**src/llex_pkg.sv**
```systemverilog
`timescale 1ns / 1ps
// Shared types and constants for the linear-program text lexer.
// Depends on nothing; every other file of the block imports it.
package llex_pkg;

   localparam int QUEUE_DEPTH = 4;
   localparam int QUEUE_PTR_BITS = 2;
   localparam int QUEUE_COUNT_BITS = 3;

   localparam logic [7:0] CH_LT = 8'h3C;
   localparam logic [7:0] CH_GT = 8'h3E;
   localparam logic [7:0] CH_HASH = 8'h23;
   localparam logic [7:0] CH_COMMA = 8'h2C;
   localparam logic [7:0] CH_DOT = 8'h2E;
   localparam logic [7:0] CH_NEWLINE = 8'h0A;
   localparam logic [7:0] CH_EQ = 8'h3D;
   localparam logic [7:0] CH_PLUS = 8'h2B;
   localparam logic [7:0] CH_MINUS = 8'h2D;
   localparam logic [7:0] CH_STAR = 8'h2A;
   localparam logic [7:0] CH_SLASH = 8'h2F;
   localparam logic [7:0] CH_LPAREN = 8'h28;
   localparam logic [7:0] CH_RPAREN = 8'h29;

   localparam logic [6:0] LENGTH_MAX = 7'd127;

   typedef enum logic [2:0] {
      MODE_START = 3'd0,
      MODE_NAME = 3'd1,
      MODE_INT = 3'd2,
      MODE_FRAC = 3'd3,
      MODE_FRAC_OPEN = 3'd4,
      MODE_LT = 3'd5,
      MODE_GT = 3'd6,
      MODE_COMMENT = 3'd7
   } mode_type;

   typedef enum logic [3:0] {
      KIND_NUM = 4'd0,
      KIND_NAME = 4'd1,
      KIND_MUL = 4'd2,
      KIND_DIV = 4'd3,
      KIND_PLUS = 4'd4,
      KIND_MINUS = 4'd5,
      KIND_NEWLINE = 4'd6,
      KIND_END = 4'd7,
      KIND_LE = 4'd8,
      KIND_GE = 4'd9,
      KIND_EQ = 4'd10,
      KIND_LPAREN = 4'd11,
      KIND_RPAREN = 4'd12,
      KIND_ERROR = 4'd13
   } token_kind_type;

   typedef struct packed {
      token_kind_type kind;
      logic [15:0] start;
      logic [6:0] length;
      logic last;
   } token_type;

   typedef struct packed {
      logic valid0;
      logic valid1;
      token_type tok0;
      token_type tok1;
   } token_pair_type;

   typedef struct packed {
      mode_type mode;
      logic opens;
      logic emits;
      token_kind_type kind;
   } start_step_type;

   function automatic logic is_letter(input logic [7:0] c);
      return (c inside {[8'h61:8'h7A], [8'h41:8'h5A]});
   endfunction

   function automatic logic is_digit(input logic [7:0] c);
      return (c inside {[8'h30:8'h39]});
   endfunction

   function automatic logic is_mark(input logic [7:0] c);
      return (c inside {CH_DOT, CH_COMMA});
   endfunction

   // What a byte does when the lexer is in its start state.
   function automatic start_step_type start_step(input logic [7:0] c);
      start_step_type r;
      r.mode = MODE_START;
      r.opens = 1'b0;
      r.emits = 1'b0;
      r.kind = KIND_ERROR;
      if (is_letter(c)) begin
         r.mode = MODE_NAME;
         r.opens = 1'b1;
      end else if (is_digit(c)) begin
         r.mode = MODE_INT;
         r.opens = 1'b1;
      end else begin
         case (c)
            CH_LT: begin
               r.mode = MODE_LT;
               r.opens = 1'b1;
            end
            CH_GT: begin
               r.mode = MODE_GT;
               r.opens = 1'b1;
            end
            CH_HASH: r.mode = MODE_COMMENT;
            CH_EQ: begin
               r.emits = 1'b1;
               r.kind = KIND_EQ;
            end
            CH_PLUS: begin
               r.emits = 1'b1;
               r.kind = KIND_PLUS;
            end
            CH_MINUS: begin
               r.emits = 1'b1;
               r.kind = KIND_MINUS;
            end
            CH_STAR: begin
               r.emits = 1'b1;
               r.kind = KIND_MUL;
            end
            CH_SLASH: begin
               r.emits = 1'b1;
               r.kind = KIND_DIV;
            end
            CH_LPAREN: begin
               r.emits = 1'b1;
               r.kind = KIND_LPAREN;
            end
            CH_RPAREN: begin
               r.emits = 1'b1;
               r.kind = KIND_RPAREN;
            end
            CH_NEWLINE: begin
               r.emits = 1'b1;
               r.kind = KIND_NEWLINE;
            end
            default: r.emits = 1'b0;
         endcase
      end
      return r;
   endfunction

endpackage

```
**src/linear_program_text_lexer.sv**
```systemverilog
`timescale 1ns / 1ps
// Top level of the linear-program text lexer: front end, token queue and
// output stage. Depends on llex_pkg, llex_front, llex_queue and llex_back.
//
//   channel  direction  handshake              payload
//   req_     in         req_valid/req_ready    input_byte, end_of_input
//   rsp_     out        rsp_valid/rsp_ready    token_kind, token_start,
//                                              token_length, last_result
//
// One byte is taken per cycle while the token queue has room for two tokens.
// A token goes from the front end into the token queue and from there into
// the output register that drives rsp_.
// A byte that yields two tokens has them offered on rsp_ one after the other by
// the single output register. Reset clears the lexer state, byte position, queue and output valid.
// A stall on rsp_ fills the queue until it lacks room for two tokens, which drops req_ready.
module linear_program_text_lexer #(
   parameter int MAX_TOKEN_LEN = 128,
   parameter int POSITION_BITS = 16
) (
   input  logic        clock,
   input  logic        reset,
   input  logic        req_valid,
   output logic        req_ready,
   input  logic [7:0]  req_input_byte,
   input  logic        req_end_of_input,
   output logic        rsp_valid,
   input  logic        rsp_ready,
   output logic [3:0]  rsp_token_kind,
   output logic [15:0] rsp_token_start,
   output logic [6:0]  rsp_token_length,
   output logic        rsp_last_result
);
   import llex_pkg::*;

   token_pair_type pair;
   token_type head, out_tok;
   logic room, head_valid, pop, accept;

   assign req_ready = room;
   assign accept = req_valid && room;

   llex_front #(
      .MAX_TOKEN_LEN(MAX_TOKEN_LEN),
      .POSITION_BITS(POSITION_BITS)
   ) u_front (
      .clock(clock),
      .reset(reset),
      .accept(accept),
      .input_byte(req_input_byte),
      .end_of_input(req_end_of_input),
      .pair(pair)
   );

   llex_queue u_queue (
      .clock(clock),
      .reset(reset),
      .pair(pair),
      .pop(pop),
      .room(room),
      .head_valid(head_valid),
      .head(head)
   );

   llex_back u_back (
      .clock(clock),
      .reset(reset),
      .head_valid(head_valid),
      .head(head),
      .pop(pop),
      .out_valid(rsp_valid),
      .out_ready(rsp_ready),
      .out_tok(out_tok)
   );

   assign rsp_token_kind = out_tok.kind;
   assign rsp_token_start = out_tok.start;
   assign rsp_token_length = out_tok.length;
   assign rsp_last_result = out_tok.last;

endmodule

```
**src/llex_front.sv**
```systemverilog
`timescale 1ns / 1ps
// Front end of the lexer: the character state machine that turns one byte
// into up to two tokens. Depends on llex_pkg.
module llex_front #(
   parameter int MAX_TOKEN_LEN = 128,
   parameter int POSITION_BITS = 16
) (
   input  logic                    clock,
   input  logic                    reset,
   input  logic                    accept,
   input  logic [7:0]              input_byte,
   input  logic                    end_of_input,
   output llex_pkg::token_pair_type pair
);
   import llex_pkg::*;

   localparam int LenLimit = (MAX_TOKEN_LEN - 1 < 127) ? MAX_TOKEN_LEN - 1 : 127;

   mode_type mode_ff, mode_in;
   logic [6:0] len_ff, len_in;
   logic [POSITION_BITS-1:0] start_ff, start_in;
   logic [POSITION_BITS-1:0] pos_ff, pos_in;

   logic [31:0] pos_ext, start_ext;
   logic [15:0] pos_lo, start_lo;
   logic [7:0] len_p1;
   logic [6:0] len_p1_sat;
   logic at_limit, reproc;
   start_step_type sres;
   logic a_v, b_v;
   token_type tok_a, tok_b;

   assign pos_ext = 32'(pos_ff);
   assign start_ext = 32'(start_ff);
   assign pos_lo = pos_ext[15:0];
   assign start_lo = start_ext[15:0];
   assign len_p1 = {1'b0, len_ff} + 8'd1;
   assign len_p1_sat = len_p1[7] ? LENGTH_MAX : len_p1[6:0];
   assign at_limit = (len_ff >= 7'(LenLimit));
   assign sres = start_step(input_byte);

   always_comb begin
      mode_in = mode_ff;
      len_in = len_ff;
      start_in = start_ff;
      pos_in = pos_ff;
      reproc = 1'b0;
      a_v = 1'b0;
      b_v = 1'b0;
      tok_a = '{kind: KIND_ERROR, start: start_lo, length: len_ff, last: 1'b0};
      tok_b = '{kind: KIND_END, start: pos_lo, length: 7'd0, last: 1'b1};
      if (end_of_input) begin
         case (mode_ff)
            MODE_NAME: begin
               a_v = 1'b1;
               tok_a.kind = KIND_NAME;
            end
            MODE_INT, MODE_FRAC: begin
               a_v = 1'b1;
               tok_a.kind = KIND_NUM;
            end
            MODE_FRAC_OPEN, MODE_LT, MODE_GT: a_v = 1'b1;
            default: a_v = 1'b0;
         endcase
         b_v = 1'b1;
         mode_in = MODE_START;
         len_in = 7'd0;
      end else begin
         pos_in = pos_ff + POSITION_BITS'(1);
         case (mode_ff)
            MODE_START: begin
               mode_in = sres.mode;
               if (sres.opens) begin
                  start_in = pos_ff;
                  len_in = 7'd1;
               end
               a_v = sres.emits;
               tok_a = '{kind: sres.kind, start: pos_lo, length: 7'd1, last: 1'b0};
            end
            MODE_NAME, MODE_INT, MODE_FRAC, MODE_FRAC_OPEN: begin
               if (is_digit(input_byte) || (mode_ff == MODE_NAME && is_letter(input_byte))
                   || (mode_ff == MODE_INT && is_mark(input_byte))) begin
                  if (at_limit) begin
                     a_v = 1'b1;
                     mode_in = MODE_START;
                     len_in = 7'd0;
                  end else begin
                     len_in = len_p1[6:0];
                     if (mode_ff == MODE_INT && is_mark(input_byte)) begin
                        mode_in = MODE_FRAC_OPEN;
                     end else if (mode_ff == MODE_FRAC_OPEN) begin
                        mode_in = MODE_FRAC;
                     end
                  end
               end else if (mode_ff == MODE_FRAC_OPEN
                            || (mode_ff == MODE_FRAC && is_mark(input_byte))) begin
                  a_v = 1'b1;
                  tok_a.length = len_p1_sat;
                  mode_in = MODE_START;
                  len_in = 7'd0;
               end else begin
                  a_v = 1'b1;
                  tok_a.kind = (mode_ff == MODE_NAME) ? KIND_NAME : KIND_NUM;
                  mode_in = MODE_START;
                  len_in = 7'd0;
                  reproc = 1'b1;
               end
            end
            MODE_LT, MODE_GT: begin
               a_v = 1'b1;
               mode_in = MODE_START;
               len_in = 7'd0;
               if (input_byte == CH_EQ) begin
                  tok_a.kind = (mode_ff == MODE_LT) ? KIND_LE : KIND_GE;
                  tok_a.length = 7'd2;
               end else begin
                  tok_a.length = 7'd1;
                  reproc = 1'b1;
               end
            end
            default: begin
               if (input_byte == CH_NEWLINE) begin
                  mode_in = MODE_START;
                  reproc = 1'b1;
               end
            end
         endcase
         if (reproc) begin
            mode_in = sres.mode;
            if (sres.opens) begin
               start_in = pos_ff;
               len_in = 7'd1;
            end
            b_v = sres.emits;
            tok_b = '{kind: sres.kind, start: pos_lo, length: 7'd1, last: 1'b1};
         end
      end
   end

   always_comb begin
      pair.valid0 = a_v | b_v;
      pair.valid1 = a_v & b_v;
      pair.tok0 = a_v ? tok_a : tok_b;
      pair.tok0.last = ~(a_v & b_v);
      pair.tok1 = tok_b;
      pair.tok1.last = 1'b1;
      if (!accept) begin
         pair.valid0 = 1'b0;
         pair.valid1 = 1'b0;
      end
   end

   always_ff @(posedge clock) begin
      if (reset) begin
         mode_ff <= MODE_START;
         len_ff <= 7'd0;
         start_ff <= '0;
         pos_ff <= '0;
      end else if (accept) begin
         mode_ff <= mode_in;
         len_ff <= len_in;
         start_ff <= start_in;
         pos_ff <= pos_in;
      end
   end

endmodule

```
**src/llex_queue.sv**
```systemverilog
`timescale 1ns / 1ps
// Short token queue between the lexer front end and the output stage;
// takes up to two tokens a cycle and gives one per pop of the output stage. Depends on llex_pkg.
module llex_queue (
   input  logic                     clock,
   input  logic                     reset,
   input  llex_pkg::token_pair_type pair,
   input  logic                     pop,
   output logic                     room,
   output logic                     head_valid,
   output llex_pkg::token_type      head
);
   import llex_pkg::*;

   token_type entry_ff [QUEUE_DEPTH];
   logic [QUEUE_PTR_BITS-1:0] wr_ptr_ff, wr_ptr_in;
   logic [QUEUE_PTR_BITS-1:0] rd_ptr_ff, rd_ptr_in;
   logic [QUEUE_COUNT_BITS-1:0] count_ff, count_in;
   logic [QUEUE_COUNT_BITS-1:0] push_n;
   logic [QUEUE_PTR_BITS-1:0] wr_ptr_next;

   assign push_n = QUEUE_COUNT_BITS'(pair.valid0) + QUEUE_COUNT_BITS'(pair.valid1);
   assign wr_ptr_next = wr_ptr_ff + QUEUE_PTR_BITS'(1);
   assign wr_ptr_in = wr_ptr_ff + push_n[QUEUE_PTR_BITS-1:0];
   assign rd_ptr_in = rd_ptr_ff + QUEUE_PTR_BITS'(pop);
   assign count_in = count_ff + push_n - QUEUE_COUNT_BITS'(pop);
   assign room = (count_ff <= QUEUE_COUNT_BITS'(QUEUE_DEPTH - 2));
   assign head_valid = (count_ff != '0);
   assign head = entry_ff[rd_ptr_ff];

   always_ff @(posedge clock) begin
      if (pair.valid0) begin
         entry_ff[wr_ptr_ff] <= pair.tok0;
      end
      if (pair.valid1) begin
         entry_ff[wr_ptr_next] <= pair.tok1;
      end
   end

   always_ff @(posedge clock) begin
      if (reset) begin
         wr_ptr_ff <= '0;
         rd_ptr_ff <= '0;
         count_ff <= '0;
      end else begin
         wr_ptr_ff <= wr_ptr_in;
         rd_ptr_ff <= rd_ptr_in;
         count_ff <= count_in;
      end
   end

endmodule

```
**src/llex_back.sv**
```systemverilog
`timescale 1ns / 1ps
// Output stage of the lexer: a register that holds the token on offer
// and refills from the token queue. Depends on llex_pkg.
module llex_back (
   input  logic                clock,
   input  logic                reset,
   input  logic                head_valid,
   input  llex_pkg::token_type head,
   output logic                pop,
   output logic                out_valid,
   input  logic                out_ready,
   output llex_pkg::token_type out_tok
);
   import llex_pkg::*;

   logic valid_ff, valid_in;
   token_type tok_ff;

   assign pop = head_valid && (!valid_ff || out_ready);
   assign valid_in = pop || (valid_ff && !out_ready);
   assign out_valid = valid_ff;
   assign out_tok = tok_ff;

   always_ff @(posedge clock) begin
      if (pop) begin
         tok_ff <= head;
      end
   end

   always_ff @(posedge clock) begin
      if (reset) begin
         valid_ff <= 1'b0;
      end else begin
         valid_ff <= valid_in;
      end
   end

endmodule
```
**config.mk**
```make
export PLATFORM = sky130hd
export DESIGN_NAME = linear_program_text_lexer
export DESIGN_NICKNAME = d
export VERILOG_FILES = /design/src/llex_pkg.sv /design/src/linear_program_text_lexer.sv /design/src/llex_front.sv /design/src/llex_queue.sv /design/src/llex_back.sv
export SDC_FILE = /design/constraint.sdc
export NUM_CORES = 1
export LEC_CHECK = 0
export BUFFER_PORTS_ARGS = -buffer_cell sky130_fd_sc_hd__buf_2
export CORE_MARGIN = 2
export CORE_UTILIZATION = 62
export DETAILED_ROUTE_END_ITERATION = 8
export HOLD_SLACK_MARGIN = 0.15
export PLACE_DENSITY = 0.8
export SYNTH_ARGS = -nofsm -noshare
export SYNTH_HDL_FRONTEND = slang
export SYNTH_HIERARCHICAL = 1
export SYNTH_SLANG_ARGS = --single-unit
```
**constraint.sdc**
```tcl
create_clock -name clock -period 5.9 [get_ports clock]
set_input_delay 0 -clock clock [delete_from_list [all_inputs] [get_ports clock]]
set_output_delay 0 -clock clock [all_outputs]
set_load 0.01 [all_outputs]
```
* Yosys cells after proc, flatten, opt, wreduce, memory -nomap -nowiden *
Memories as Yosys holds them, arrays and structs flattened. A register that Yosys moved wholly into a read port is not among the register bits.
Index checks and enable logic that the tools add are counted.

cells by class
  add/sub/neg operators = 8
  magnitude comparators = 8
  equality and inequality tests = 20
  multiplexer cells = 63
  bitwise logic cells = 4
  reduce and logical (&&, ||, !) cells = 29

operators by type and width
  operator                 number
  $eq A8 B6 Y1 const B     12
  $mux W28                 3
  $mux W16                 5
  $mux W7                  9
  $pmux W7 S3              2
  $pmux W4 S8              1
  $mux W24                 1
  $mux W4                  6
  $mux W3                  7
  $mux W1                  19
  $pmux W3 S3              2
  $add A16 B1 Y16 const B  1
  $ge A8 B7 Y1 const B     2
  $le A8 B7 Y1 const B     2
  $pmux W4 S3              1
  $mux W5                  2
  $eq A3 B3 Y1 const B     3
  $logic_and A1 B1 Y1      9
  $add A7 B1 Y8 const B    1
  $eq A8 B4 Y1 const B     1
  $ge A8 B6 Y1 const B     1
  $le A8 B6 Y1 const B     1
  $pmux W4 S2              1
  $reduce_or A8 Y1         1
  other kinds (27)         39

storage, ports and cells
  flip-flop bits (word level) = 50
  bits in writable memories = 112
  word-level logic and storage cells = 141
  memories kept = 1

memory list
  name              words  width  read ports  clocked after Yosys merged registers in  write ports  line              source
  u_queue.entry_ff  4      28     1           1                                        2            llex_queue.sv:15  token_type entry_ff [QUEUE_DEPTH];

* Logic depth before layout (Yosys ltp) *
  word-level depth = 16
  depth in mapped cells = 15

* Cells and area by module *
Netlist, hierarchy kept.

modules (own cells, without submodules)
  module                     instances  cells each  area an instance (sq um)  sequential area each (sq um)
  llex_queue                 1          315         6094.6                    3503.4
  llex_front                 1          413         3263.1                    840.8
  llex_back                  1          33          895.9                     860.8
  linear_program_text_lexer  1          1           6.3                       0.0

* Worst setup path after synthesis *
Ideal clock, no wire load.

  path type = flip-flop to flip-flop
  from = register u_front.len_ff[1]
  to = memory u_queue/entry_ff[2][0] in the netlist's numbering, enable pin
  setup time = 0.452 ns
  arrival time = 3.873 ns
  path slack = 1.575 ns
  cell stages (with the launch flop) = 9
  buffers on the path = 0
  cells stage by stage = dfxtp_1 ha_1 a21oi_1 or3_1 a31oi_1 a221oi_4 a21oi_1 nand2b_1 o21ai_0

RTL lines
  what                    line               source
  start, declared         llex_front.sv:20   logic [6:0] len_ff, len_in;
  start signal, assigned  llex_front.sv:161  len_ff <= len_in;
  end, declared           llex_queue.sv:15

==> impl_metrics.csv <==
group,metric,value,unit
outcome,status,"finished, final reports clean",
clock_network,cts.clk_slew.worst_paths,0.07,ns
timing,fmax,0.217,GHz
clock_network,cts_setup_buffers,0,
place,place_inst,986,
worst_setup_path,end_kind,"flip-flop",
worst_setup_path,crit_path_cell_trace,"ha_1 -> a21oi_1 -> or3_1 -> a31oi_1 -> a221oi_4 -> or2_1 -> nor2_1 -> nor3b_4 -> buf_12 -> mux2_2",
min_path,min_path_type,"in2reg",
worst_setup_path,regToRegSetupSlack,1.30,ns
power,p_int,2.58,mW
final_layout,drive_gt1_frac,0.340,
timing,finalSetupViolations,0,
worst_setup_path,startpoint_type,"flip-flop",
grt,antenna_found_initial,0,
grt,grt_usage,0.256,
final_layout,final_nets,810,
grt,grt_pass1_wl,34700,µm
synth,yosys-top-cells-area,"edfxtp_1 (41%), dfxtp_1 (9.8%), mux2_2 (8.7%), mux2_4 (7.2%), mux4_2 (6.1%)",
worst_setup_path,cp_max_fo,15,
power,p_sw_frac,0.285,
clock_network,clk_latency,0.43,ns
synth,yosysTopAreaCellShare,0.410,
drt,vias_per_cell,6.22,
final_layout,final_cell_mix,"edfxtp_1 (140), mux2_2 (79), nor2_1 (69)",
worst_setup_path,crit_arrival,4.78,ns
floorplanning,die_height,133,µm
synth,synthArstFlopShare,0,
power,clkPwrFrac,0.321,
drt,wirelength,21800,µm
timing,report.final.hold_viol_count,0,
worst_setup_path,crit_type,"reg2reg",
clock_network,cts_num_sinks,190,
grt,grt_max_degree,49,
synth,yosysTopAreaCell,"edfxtp_1",
timing,fin_crit_sh,0.780,
power,powerDensity,327,mW/mm²
floorplanning,die-area,0.0176,mm²
timing,rsz0062_at_grt,"false",
synth,yosys_warnings,6,
power,power.leakage,4.15,nW
worst_setup_path,worst_r2r_path_depth,10,
grt,grt_pass1_vias,6456,
clock_network,cts_max_level,4,
worst_setup_path,crit_family,"simple AND/OR/NAND/NOR gates",
drt,first_pass_iters,5,
synth,syn_area_per_cell,13.5,µm²
power,ir_drop,466,µV
timing,skew,0.0107,ns
synth,synth_flop_cell,"edfxtp_1",
synth,ys_ff_latch,190,
power,seqPwrFrac,0.472,
timing,min_period,4.60,ns
final_layout,fin_cells,1023,
floorplanning,io_pins,43,
final_layout,final_common_cell,"edfxtp_1",
power,pwr-share-comb,0.207,
synth,synth_cells,762,
worst_setup_path,path_buf_inv,1,
drt,drtIter0Drc,724,
clock_network,cts_tree,"yes",
grt,grt-ovfl-total,0,
final_layout,fillCellCount,1163,
worst_setup_path,crit_start,"u_front/len_ff[0]",
floorplanning,core,0.0164,mm²
drt,ant_nets,0,
worst_setup_path,r2r_start,"u_front/len_ff[0]",
min_path,holdPathStages,5,
synth,ys_types,89,
place,gp_congestion,0.871,
worst_setup_path,cp_slowest_stage_delay,1.02,ns
clock_network,cts_buffers,17,
timing,setup_tns,0,ns
worst_setup_path,r2r-end,"u_queue/entry_ff[1][15]",
timing,drv_slew,0,
min_path,min_to,"u_front/mode_ff[0]",
worst_setup_path,cp.required,6.08,ns
floorplanning,rows,47,
timing,slew_headroom,0.150,
place,dp_hpwl,13900,µm
floorplanning,die_w,133,µm
final_layout,antennaDiodeCount,0,
min_path,min_from,"req_input_byte[6]",
drt,wl_per_cell,21.4,µm
drt,vias,6368,
synth,synth-seq-area-share,0.507,
drt,drc_errors,0,
final_layout,area_delta_synth_final,7.63,%
synth,synth_edf_count,140,
synth,syn_area,0.0103,mm²
flow_run,cap_viol_max_count,0,
floorplanning,initial_core_util,0.625,
clock_network,cts_root_buf,"clkbuf_16",
place,io_buffers,42,
clock_network,cts.path.max_buffers,2,
timing,worst_slew_pin_slew,1.27,ns
worst_setup_path,slowest_stage,"nor3b_4",
power,power.switching,1.03,mW
[kinds of logic after synthesis]
family,share of synthesized area
other cells,0.000732
buf+inv,0.0512
mux,0.240
flops,0.507
simple gates,0.104
xor+xnor,0.0202
fa+ha+maj,0.00927
compound gates,0.0673
[worst max path at each step]
| stage | end | slack (ns) | cells past startpoint |
|---|---|---|---|
| 4_1_cts | u_queue/entry_ff[1][15] | 1.35 | 10 |
| 3_3_place_gp | u_queue/entry_ff[1][14] | 1.56 | 10 |
| 2_1_floorplan | u_queue/entry_ff[2][0] | 1.58 | 8 |
| 5_1_grt | u_queue/entry_ff[1][27] | 1.08 | 12 |
| 6_report | u_queue/entry_ff[1][15] | 1.30 | 10 |
| 3_5_place_dp | u_queue/entry_ff[1][15] | 1.36 | 10 |
[cell usage after synthesis (9+ instances only)]
master	instances
edfxtp_1	140
mux2_2	79
nor2_1	71
dfxtp_1	50
mux2_4	49
nand2_1	34
mux4_2	28
a21oi_1	26
o21ai_0	24
nand3_1	20
mux2i_1	18
xor2_1	15
inv_1	12
and3_1	11
buf_4	11
buf_6	11
buf_2	9
clkbuf_1	9
nand4_1	9
nor3_1	9
[power by group through the flow]
| stage | combinational (mW) | clock (mW) | sequential [mW] |
|---|---|---|---|
| after floorplan | 0.478 | 0 | 1.78 |
| after global placement | 0.736 | 0 | 1.73 |
| after detailed placement | 0.756 | 0 | 1.74 |
| after CTS | 0.759 | 1.18 | 1.71 |
| final | 0.748 | 1.16 | 1.71 |
| after global routing | 0.803 | 1.23 | 1.72 |
[layer usage]
| metal | routed length [µm] | GRT usage | vias to the layer above |
|---|---|---|---|
| met3 | 1030 | 0.0421 | 37 |
| li1 | - | - | 2934 |
| met1 | 9540 | 0.349 | 3204 |
| met5 | 0 | 0 | - |
| met2 | 10800 | 0.419 | 193 |
| met4 | 485 | 0.0938 | 0 |
[final cells by class]
| cell class | instances | area (µm²) | area share |
|---|---|---|---|
| sequential | 190 | 5210 | 0.471 |
| multi-input combinational | 511 | 4570 | 0.414 |
| clock buffer | 18 | 429 | 0.0389 |
| timing repair buffer | 56 | 340 | 0.0308 |
| tap | 220 | 275 | 0.0249 |
| clock inverter | 14 | 173 | 0.0156 |
| inverter | 14 | 52.6 | 0.00476 |
[registers in the layout (all words and copies together), names as in the netlist]
register / flops
u_front/start_ff: 16
u_front/mode_ff: 3
u_queue/rd_ptr_ff: 2
u_back/out_tok: 28
u_queue/wr_ptr_ff: 2
u_queue/entry_ff: 112
u_front/pos_ff: 16
u_back/out_valid: 1
u_front/len_ff: 7
u_queue/count_ff: 3
[timing repair]
item	4_1_cts	5_1_grt
hold endpoints to repair	5	0
hold buffers	5	0
gates resized for setup	0	0
[per-stage QoR]
stage	worst slack, ns	instance area, µm²	util	hold slack, ns	power, mW
after detailed placement	1.36	10400	0.633	0.295	2.49
after floorplan	1.58	10300	-	0.0624	2.26
after global placement	1.56	10400	0.633	0.285	2.47
after CTS	1.35	11000	0.673	0.158	3.64
after global routing	1.08	11000	0.673	0.213	3.76
final	1.30	11000	0.673	0.165	3.61
[worst min-delay path: cells and delay by family]
family / cells / cell delay (ns)
AOI/OAI and AO/OA: 3 / 0.31
buffers and inverters: 1 / 0.15
and+or+nand+nor: 1 / 0.09
Power figures use the tool's default switching activity.
